### src/rtl/krt_pkg.sv
`timescale 1ns / 1ps

package krt_pkg;

   // Field widths of one transaction on either side.
   localparam int OP_W     = 2;
   localparam int KEY_W    = 16;
   localparam int SCORE_W  = 10;
   localparam int STATUS_W = 2;
   localparam int COUNT_W  = 7;
   localparam int SUM_W    = 16;

   // Default number of table slots.
   localparam int DEFAULT_TABLE_DEPTH = 64;

   // Operation codes carried on the request side.
   typedef enum logic [OP_W-1:0] {
      OP_INSERT = 2'd0,
      OP_DELETE = 2'd1,
      OP_SEARCH = 2'd2,
      OP_NOP    = 2'd3
   } op_type;

   // Result status codes.
   typedef enum logic [STATUS_W-1:0] {
      ST_OK      = 2'd0,
      ST_DUP     = 2'd1,
      ST_MISSING = 2'd2,
      ST_FULL    = 2'd3
   } status_type;

   // Sequencer states.
   typedef enum logic [2:0] {
      FSM_CLEAR,
      FSM_IDLE,
      FSM_SCAN,
      FSM_DRAIN,
      FSM_UPDATE,
      FSM_RESULT
   } fsm_type;

   // One table slot as it sits in the memory.
   typedef struct packed {
      logic               valid;
      logic [KEY_W-1:0]   key;
      logic [SCORE_W-1:0] score;
   } entry_type;

endpackage

### src/rtl/keyed_record_table_with_totals_unit.sv
`timescale 1ns / 1ps

// A result is offered after the scan, drain and update states that follow acceptance of its request transaction.
// A new request is accepted only in the idle state, after the previous result has been taken;
// every operation scans all slots through the single table read port, one slot per cycle.
// Reset: synchronous; the block then clears every slot, one per cycle, with req_tready low;
// count and sum start at zero.
module keyed_record_table_with_totals_unit #(
   parameter int TABLE_DEPTH = krt_pkg::DEFAULT_TABLE_DEPTH
) (
   input  logic        clock,
   input  logic        reset,
   // Request stream.
   input  logic        req_tvalid,
   output logic        req_tready,
   input  logic [31:0] req_tdata,   // key [15:0], score [25:16], zero [31:26]
   input  logic [1:0]  req_tuser,   // op [1:0]
   // Result stream.
   output logic        rsp_tvalid,
   input  logic        rsp_tready,
   output logic [39:0] rsp_tdata,   // found_score [9:0], entry_total [16:10],
                                    // score_total [32:17], zero [39:33]
   output logic [1:0]  rsp_tuser    // status [1:0]
);

   localparam int AW = (TABLE_DEPTH > 1) ? $clog2(TABLE_DEPTH) : 1;
   localparam logic [AW-1:0] LAST_IDX = AW'(TABLE_DEPTH - 1);

   // Sequencer state and slot index.
   krt_pkg::fsm_type state_ff, state_in;
   logic [AW-1:0]    idx_ff, idx_in;

   // Latched request.
   krt_pkg::op_type           op_ff;
   logic [krt_pkg::KEY_W-1:0]   key_ff;
   logic [krt_pkg::SCORE_W-1:0] score_ff;

   // Table memory with registered read.
   krt_pkg::entry_type mem [TABLE_DEPTH];
   krt_pkg::entry_type rd_data_ff;
   logic [AW-1:0]      rd_idx_ff;
   logic               cmp_pend_ff;
   logic               wr_en;
   logic [AW-1:0]      wr_addr;
   krt_pkg::entry_type wr_data;

   // Scan results.
   logic                        hit_ff;
   logic [AW-1:0]               hit_idx_ff;
   logic [krt_pkg::SCORE_W-1:0] hit_score_ff;
   logic                        free_ff;
   logic [AW-1:0]               free_idx_ff;
   logic                        key_match;

   // Totals and result registers.
   logic [krt_pkg::COUNT_W-1:0]  count_ff, count_in;
   logic [krt_pkg::SUM_W-1:0]    sum_ff, sum_in;
   krt_pkg::status_type          status_ff, status_in;
   logic [krt_pkg::SCORE_W-1:0]  fscore_ff, fscore_in;
   logic [krt_pkg::SUM_W-1:0]    addend;
   logic [krt_pkg::COUNT_W-1:0]  count_step;
   logic                         totals_change;

   // Sequencer controls.
   logic clearing;
   logic scanning;
   logic updating;
   logic req_fire;
   logic rsp_fire;

   assign req_fire = req_tvalid && req_tready;
   assign rsp_fire = rsp_tvalid && rsp_tready;

   // Next state.
   always_comb begin
      state_in = state_ff;
      unique case (state_ff)
         krt_pkg::FSM_CLEAR: begin
            if (idx_ff == LAST_IDX) state_in = krt_pkg::FSM_IDLE;
         end
         krt_pkg::FSM_IDLE: begin
            if (req_fire) state_in = krt_pkg::FSM_SCAN;
         end
         krt_pkg::FSM_SCAN: begin
            if (idx_ff == LAST_IDX) state_in = krt_pkg::FSM_DRAIN;
         end
         krt_pkg::FSM_DRAIN: begin
            state_in = krt_pkg::FSM_UPDATE;
         end
         krt_pkg::FSM_UPDATE: begin
            state_in = krt_pkg::FSM_RESULT;
         end
         krt_pkg::FSM_RESULT: begin
            if (rsp_fire) state_in = krt_pkg::FSM_IDLE;
         end
         default: state_in = krt_pkg::FSM_CLEAR;
      endcase
   end

   // Sequencer outputs.
   always_comb begin
      req_tready = 1'b0;
      rsp_tvalid = 1'b0;
      clearing   = 1'b0;
      scanning   = 1'b0;
      updating   = 1'b0;
      unique case (state_ff)
         krt_pkg::FSM_CLEAR:  clearing   = 1'b1;
         krt_pkg::FSM_IDLE:   req_tready = 1'b1;
         krt_pkg::FSM_SCAN:   scanning   = 1'b1;
         krt_pkg::FSM_DRAIN:  ;
         krt_pkg::FSM_UPDATE: updating   = 1'b1;
         krt_pkg::FSM_RESULT: rsp_tvalid = 1'b1;
         default:             ;
      endcase
   end

   // Slot index walks the table during the clearing pass and during a scan.
   always_comb begin
      idx_in = idx_ff;
      if (clearing || scanning) begin
         idx_in = (idx_ff == LAST_IDX) ? '0 : idx_ff + 1'b1;
      end
   end

   // The compare unit looks at the slot read in the previous cycle.
   assign key_match = rd_data_ff.valid && (rd_data_ff.key == key_ff);

   // Decision and totals update, with one shared adder for each total.
   always_comb begin
      status_in     = krt_pkg::ST_MISSING;
      fscore_in     = '0;
      addend        = '0;
      count_step    = '0;
      totals_change = 1'b0;
      wr_en         = 1'b0;
      wr_addr       = idx_ff;
      wr_data       = '0;
      if (clearing) begin
         wr_en = 1'b1;
      end else if (updating) begin
         priority case (op_ff)
            krt_pkg::OP_INSERT: begin
               if (hit_ff) begin
                  status_in = krt_pkg::ST_DUP;
               end else if (!free_ff) begin
                  status_in = krt_pkg::ST_FULL;
               end else begin
                  status_in     = krt_pkg::ST_OK;
                  wr_en         = 1'b1;
                  wr_addr       = free_idx_ff;
                  wr_data.valid = 1'b1;
                  wr_data.key   = key_ff;
                  wr_data.score = score_ff;
                  addend        = krt_pkg::SUM_W'(score_ff);
                  count_step    = krt_pkg::COUNT_W'(1);
                  totals_change = 1'b1;
               end
            end
            krt_pkg::OP_DELETE: begin
               if (hit_ff) begin
                  status_in     = krt_pkg::ST_OK;
                  fscore_in     = hit_score_ff;
                  wr_en         = 1'b1;
                  wr_addr       = hit_idx_ff;
                  addend        = ~krt_pkg::SUM_W'(hit_score_ff) + 1'b1;
                  count_step    = '1;
                  totals_change = 1'b1;
               end
            end
            krt_pkg::OP_SEARCH: begin
               if (hit_ff) begin
                  status_in = krt_pkg::ST_OK;
                  fscore_in = hit_score_ff;
               end
            end
            default: ;
         endcase
      end
      sum_in   = totals_change ? sum_ff + addend : sum_ff;
      count_in = totals_change ? count_ff + count_step : count_ff;
   end

   // Table memory: one write port, one registered read port at the scan index.
   always_ff @(posedge clock) begin
      if (wr_en) begin
         mem[wr_addr] <= wr_data;
      end
      rd_data_ff <= mem[idx_ff];
      rd_idx_ff  <= idx_ff;
   end

   // Control registers.
   always_ff @(posedge clock) begin
      if (reset) begin
         state_ff    <= krt_pkg::FSM_CLEAR;
         idx_ff      <= '0;
         cmp_pend_ff <= 1'b0;
         hit_ff      <= 1'b0;
         free_ff     <= 1'b0;
         count_ff    <= '0;
         sum_ff      <= '0;
      end else begin
         state_ff    <= state_in;
         idx_ff      <= idx_in;
         cmp_pend_ff <= scanning;
         count_ff    <= count_in;
         sum_ff      <= sum_in;
         if (req_fire) begin
            hit_ff  <= 1'b0;
            free_ff <= 1'b0;
         end else if (cmp_pend_ff) begin
            if (key_match) hit_ff <= 1'b1;
            if (!rd_data_ff.valid) free_ff <= 1'b1;
         end
      end
   end

   // Payload registers: request fields, first hit, lowest free slot, result.
   always_ff @(posedge clock) begin
      if (req_fire) begin
         op_ff    <= krt_pkg::op_type'(req_tuser);
         key_ff   <= req_tdata[15:0];
         score_ff <= req_tdata[25:16];
      end
      if (cmp_pend_ff && key_match && !hit_ff) begin
         hit_idx_ff   <= rd_idx_ff;
         hit_score_ff <= rd_data_ff.score;
      end
      if (cmp_pend_ff && !rd_data_ff.valid && !free_ff) begin
         free_idx_ff <= rd_idx_ff;
      end
      if (updating) begin
         status_ff <= status_in;
         fscore_ff <= fscore_in;
      end
   end

   // Result transaction.
   assign rsp_tuser = status_ff;
   assign rsp_tdata = {7'd0, sum_ff, count_ff, fscore_ff};

   // The block never offers a result while it can take a request.
   assert property (@(posedge clock) disable iff (reset)
      !(req_tready && rsp_tvalid))
      else $error("request and result sides open at once");

   // An accepted request always starts a scan.
   assert property (@(posedge clock) disable iff (reset)
      req_fire |=> (state_ff == krt_pkg::FSM_SCAN))
      else $error("accepted request did not start a scan");

   // A result appears only right after the update step.
   assert property (@(posedge clock) disable iff (reset)
      $rose(rsp_tvalid) |-> ($past(state_ff) == krt_pkg::FSM_UPDATE))
      else $error("result offered without an update step");

   // The record count never exceeds the number of slots (checked for tables of up to 127 slots).
   assert property (@(posedge clock) disable iff (reset)
      (TABLE_DEPTH > 127) || (int'(count_ff) <= TABLE_DEPTH))
      else $error("record count exceeds table depth");

endmodule

### config.mk
export PLATFORM = sky130hd
export DESIGN_NAME = keyed_record_table_with_totals_unit
export DESIGN_NICKNAME = d
export VERILOG_FILES = /design/src/rtl/krt_pkg.sv /design/src/rtl/keyed_record_table_with_totals_unit.sv
export SDC_FILE = /design/constraint.sdc
export NUM_CORES = 2
export LEC_CHECK = 0
export BUFFER_PORTS_ARGS = -buffer_cell sky130_fd_sc_hd__buf_4
export CAP_MARGIN = 20
export CORE_UTILIZATION = 45
export CTS_CLUSTER_SIZE = 8
export DETAILED_ROUTE_END_ITERATION = 8
export GPL_ROUTABILITY_DRIVEN = 0
export SKIP_LAST_GASP = 1
export SYNTH_ARGS = -nofsm -noshare
export SYNTH_HDL_FRONTEND = slang
export SYNTH_SLANG_ARGS = --single-unit
export TNS_END_PERCENT = 50
### constraint.sdc
create_clock -name clock -period 6.9 [get_ports clock]
set_input_delay 1.035 -clock clock [delete_from_list [all_inputs] [get_ports clock]]
set_output_delay 1.035 -clock clock [all_outputs]
set_load 0.05 [all_outputs]
# [Yosys cells after proc, flatten, opt, wreduce, memory -nomap -nowiden]
# Memory sizes are Yosys's and may differ from the RTL's. A register that Yosys moved wholly into a read port is not among the register bits.
# Cells that the tools add are included.
[word_totals] regBits=103 mem_bits_rw=1728 word_cells=104 memories=1
[op_classes] n_addsub=4 eq_ne=13 mux=47 bitwise_logic=4 reduce_logical=19
[memory_table] memory="mem" words=64 width=27 rd=1 rd_clocked_by_memory_dff=1 write_ports=1 line_no="keyed_record_table_with_totals_unit.sv:39" source="krt_pkg::entry_type mem [TABLE_DEPTH];"
[ops] operator="$mux W27" count=5
[ops] operator="$mux W16" count=3
[ops] operator="$mux W6" count=6
[ops] operator="$pmux W16 S2" count=1
[ops] operator="$mux W7" count=3
[ops] operator="$mux W10" count=2
[ops] operator="$pmux W3 S6" count=1
[ops] operator="$add A16 B1 Y16 const B" count=1
[ops] operator="$add A16 B16 Y16" count=1
[ops] operator="$eq A16 B16 Y1" count=1
[ops] operator="$not A10 Y16" count=1
[ops] operator="$mux W1" count=15
[ops] operator="$pmux W7 S2" count=1
[ops] operator="$mux W3" count=4
[ops] operator="$pmux W6 S2" count=1
[ops] operator="$ne A2 B2 Y1 const B" count=4
[ops] operator="$add A7 B7 Y7" count=1
[ops] operator="$logic_and A1 B1 Y1" count=7
[ops] operator="$add A6 B1 Y6 const B" count=1
[ops] operator="$eq A3 B2 Y1 const B" count=2
[ops] operator="$eq A3 B3 Y1 const B" count=2
[ops] operator="$eq A6 B6 Y1 const B" count=1
[ops] operator="$mux W2" count=3
[ops] operator="$pmux W2 S2" count=1
[ops] operator="other kinds (13)" count=19

# [Depth between registers and ports, before layout]
[depth] word_depth=7 mapped_depth=18 depth_no_buf=16

# [Worst setup path before layout]
# No wires, ideal clock.
[synth_timing] path_kind="register to register" start="register op_ff[0]" end="memory mem[18][0] (netlist bit) (enable)" arrival_ps=4751 required_ps=6455 path_slack_ps=1704 path_stages_with_launch=9 path_buffers=2 synth_period_minus_slack_ps=5196 cell_sequence="edfxtp_1 > inv_1 > ha_1 > and3b_1 > and2_1 > clkbuf_1 > o21ai_1 > clkbuf_1 > nor3_1"
[synth_between] elab_chain_cells=6 elab_cells_between_ends=10 classes_between="eq/ne (1); mux (8); reduce/logical (1)"
[synth_rtl] item="start, declared" line_no="keyed_record_table_with_totals_unit.sv:34" source="krt_pkg::op_type op_ff;"
[synth_rtl] item="start signal, assigned" line_no="keyed_record_table_with_totals_unit.sv:222" source="op_ff <= krt_pkg::op_type'(req_tuser);"
[synth_rtl] item="$eq A2 B1 Y1 or $logic_not A2 Y1 (tied branches)" line_no="keyed_record_table_with_totals_unit.sv:142" source="priority case (op_ff)"
[synth_rtl] item="$pmux W1 S2" line_no="keyed_record_table_with_totals_unit.sv:142"
[synth_rtl] item="$mux W1" line_no="keyed_record_table_with_totals_unit.sv:141" source="end else if (updating) begin"
[synth_rtl] item="$mux W1" line_no="keyed_record_table_with_totals_unit.sv:139" source="if (clearing) begin"
[synth_rtl] item="$mux W1" line_no="keyed_record_table_with_totals_unit.sv:186" source="if (wr_en) begin"
[synth_rtl] item="$mux W1 (implied by the code)" line_no="keyed_record_table_with_totals_unit.sv:187" source="mem[wr_addr] <= wr_data;"
[synth_rtl] item="end, declared" line_no="keyed_record_table_with_totals_unit.sv:39"
# Parallel ways exist; a longest one is shown, timed or not.

# [Final worst setup path]
[layout_timing] start="register op_ff[1]" end="register count_ff[6] (netlist bit)"
[layout_between] elab_chain_cells=5 elab_cells_between_ends=9 classes_between="add/sub (1); eq/ne (1); mux (6); reduce/logical (1)"
[layout_rtl] item="$eq A2 B1 Y1 or $logic_not A2 Y1 (tied branches)" line_no="keyed_record_table_with_totals_unit.sv:142"
[layout_rtl] item="$pmux W7 S2" line_no="keyed_record_table_with_totals_unit.sv:142"
[layout_rtl] item="$mux W7" line_no="keyed_record_table_with_totals_unit.sv:141"
[layout_rtl] item="$mux W7" line_no="keyed_record_table_with_totals_unit.sv:139"
[layout_rtl] item="$add A7 B7 Y7" line_no="keyed_record_table_with_totals_unit.sv:181" source="count_in = totals_change ? count_ff + count_step : count_ff;"
[layout_rtl] item="end signal, assigned" line_no="keyed_record_table_with_totals_unit.sv:207" source="count_ff <= count_in;"
[layout_rtl] item="end, declared" line_no="keyed_record_table_with_totals_unit.sv:56" source="logic [krt_pkg::COUNT_W-1:0] count_ff, count_in;"
# Parallel ways exist; a longest one is shown, timed or not.
# A chain may end at the register's enable or synchronous reset.

==> metrics.yaml <==
run_status:
  status: "finished, final reports clean"
synthesis:
  synth-simple-area-share: 0.0223
  yosys_warnings: 0
  avgSynthCellArea_um2: 22.2
  synthDistinctLibCells: 63
  synth_top_cell_by_area: "edfxtp_1"
  synthMuxAreaShare: 0.162
  synth_fa_ha_area_frac: 0.00508
  synthTopCellsByCount: "edfxtp_1 (1790), mux4_2 (502), nor2_1 (87)"
  yosys.area_share.xor_xnor: 0.00414
  synth-main-ff-cell: "edfxtp_1"
  synth_top_area_frac: 0.748
  yosysMostFrequentCell: "edfxtp_1"
  syn-instance-count: 3235
  synth_compound_area_frac: 0.0262
  synth_seq_area_share: 0.767
  synth_edf_count: 1790
  async_flop_share: 0
  synth_top_family_by_area: "multiplexers"
  synth_seq_cells: 1858
  syn_area_mm2: 0.0719
  synthTopCellsByArea: "edfxtp_1 (75%), mux4_2 (16%), dfxtp_1 (1.9%)"
final_layout:
  ff_latch_area_mm2: 0.0551
  final_cells: 5637
  drive_above_1_share: 0.306
  multi_input_area_mm2: 0.0162
  fin_nets: 3585
  synthToLayoutAreaGrowth_pct: 15.6
  nFillCells: 11800
global_routing:
  track_usage: 0.218
  grt_max_degree: 131
  grt_remaining_overflow: 0
  grt_pass1_vias: 35500
  grt_pass1_wl_mm: 252
  antenna_found_initial: 5
routing:
  via_per_inst: 6.11
  drc_errors: 0
  antenna_left: 0
  drt_iter0_drc: 3991
  detail_route.wl_per_cell_um: 31.0
  vias: 34400
  dr.pass1.iters: 5
  postRouteWirelength_mm: 175
pwr:
  power.total_w: 0.0250
  power.density_mw_per_mm2: 300
  vdd_drop_max_uv: 282
  p_leak_nw: 26.3
sta:
  maxSlewViolCount: 0
  setup_viol: 0
  rsz0062_at_grt: "false"
  slew_headroom: 0.215
  setup_tns_ns: 0
  worst_pin_slew_ns: 1.17
  clock_skew_ns: 0.0430
  post-route-period-util: 0.722
  fmaxAchievable_mhz: 201
  period_needed_ns: 4.98
  hold_viol_final: 0
die:
  die-area_mm2: 0.161
  initial_utilization: 0.454
  ios: 82
  rows: 146
  fp.coreArea_mm2: 0.158
  die_w_um: 402
  dieHeight_um: 402
setup_path:
  cp_max_fo: 24
  start_kind: "flip-flop"
  cp-end-kind: "flip-flop"
  worstPathRequired_ns: 7.62
  criticalPathCategory: "flip-flop to flip-flop"
  crit_arrival_ns: 5.70
  r2r_setup_slack_ns: 1.92
clock_network:
  post_cts_resized: 0
  hold_buffers: 0
  path_clk_slew_ns: 0.05
  htree_levels: 5
  cts_root_buf: "clkbuf_16"
  cts_tree: "done"
  post-cts-setup-buffer-count: 0
  clock_latency_ns: 0.87
  numCtsBuffers: 282
  clockBufferDepth: 4
  cts_sinks: 1858
placement:
  dp_hpwl_mm: 99.6
  dp_cells: 5299
  port_buffers: 68
run:
  drv_cap: 0
worst_hold_path:
  hold_class: "primary input to flip-flop"
==> placed cells by master (no fill, tap or decap), drive strengths merged, types with 21 or more instances in the layout <==
cell	Yosys	final
a211oi	33	33
a21oi	55	55
a22o	23	23
a22oi	22	22
and3	32	32
buf	99	179
clkbuf	86	326
dfxtp	68	68
edfxtp	1790	1790
ha	26	26
mux2i	21	21
mux4	502	502
nand2	54	54
nor2	87	87
nor2b	23	23
nor3	44	44
o21ai	28	28
==> state kept, by name (all words and copies together) (netlist names), 2 cells and up <==
name,count
count_ff,7
free_idx_ff,6
fscore_ff,10
hit_idx_ff,6
hit_score_ff,10
idx_ff,6
key_ff,16
mem,1728
op_ff,2
rd_data_ff,27
rd_idx_ff,6
rsp_tuser,2
score_ff,10
state_ff,3
sum_ff,16
==> per-stage QoR <==
| step | cell area (um^2) | hold WS, ns | utilization | worst slack [ns] |
|---|---|---|---|---|
| floorplan | 71900 | 0.326 | - | 1.70 |
| global placement | 75300 | 0.405 | 0.476 | 2.24 |
| detailed placement | 75500 | 0.398 | 0.477 | 2.07 |
| CTS | 82900 | 0.291 | 0.524 | 2.05 |
| global route | 83100 | 0.307 | 0.525 | 1.58 |
| finish | 83100 | 0.353 | 0.525 | 1.92 |
==> metal layers <==
layer	share of wire	track usage
met5	0.000046	0
met4	0.032	0.0794
met3	0.081	0.0454
met2	0.47	0.332
met1	0.42	0.313
==> area by class of cell <==
class	count	share of cell area
Inverter	16	0.000723
Timing Repair Buffer	179	0.0203
Clock inverter	2	0.000196
Tap cell	2072	0.0312
Multi-Input combinational cell	1182	0.195
Antenna cell	2	0.0000602
Sequential cell	1858	0.663
Clock buffer	326	0.0887
==> worst max-delay path, stage by stage, from the launching register on <==
cell and delay (ns):
edfxtp_1 0.40, inv_1 0.10, ha_1 0.25, and2_1 0.58, nand2_1 0.44, inv_1 0.31, nor2_1 0.08, buf_4 0.25
inv_1 0.52, ha_1 0.30, inv_1 0.06, fa_1 0.43, nor2b_1 0.14, o21a_1 0.15, o21ai_0 0.14, and3_1 0.24
nor4_1 0.34, nor3_1 0.09
==> power breakdown <==
part | total (W) | switching (W) | leakage, nW | internal (W)
Sequential | 0.0124 | 0.0000799 | 17.5 | 0.0123
Clock | 0.0117 | 0.00431 | 3.61 | 0.00735
Combinational | 0.000902 | 0.000539 | 5.21 | 0.000363
==> cells by family after synthesis <==
family          after synthesis
simple gates                316
mux                         531
other cells                   1
xor+xnor                     34
buf+inv                     201
compound gates              266
flops                      1858
fa+ha+maj                    28
==> path summary, 6_finish.rpt <==
check | from | to | cells past startpoint
worst min-delay path | req_tdata[7] | key_ff[7] | 1
worst min register to register | rd_data_ff[3] | hit_score_ff[3] | 0
worst max-delay path | op_ff[1] | count_ff[6] | 17
worst max register to register | op_ff[1] | count_ff[6] | 17
Note: power is estimated with default switching activity, not from simulation.
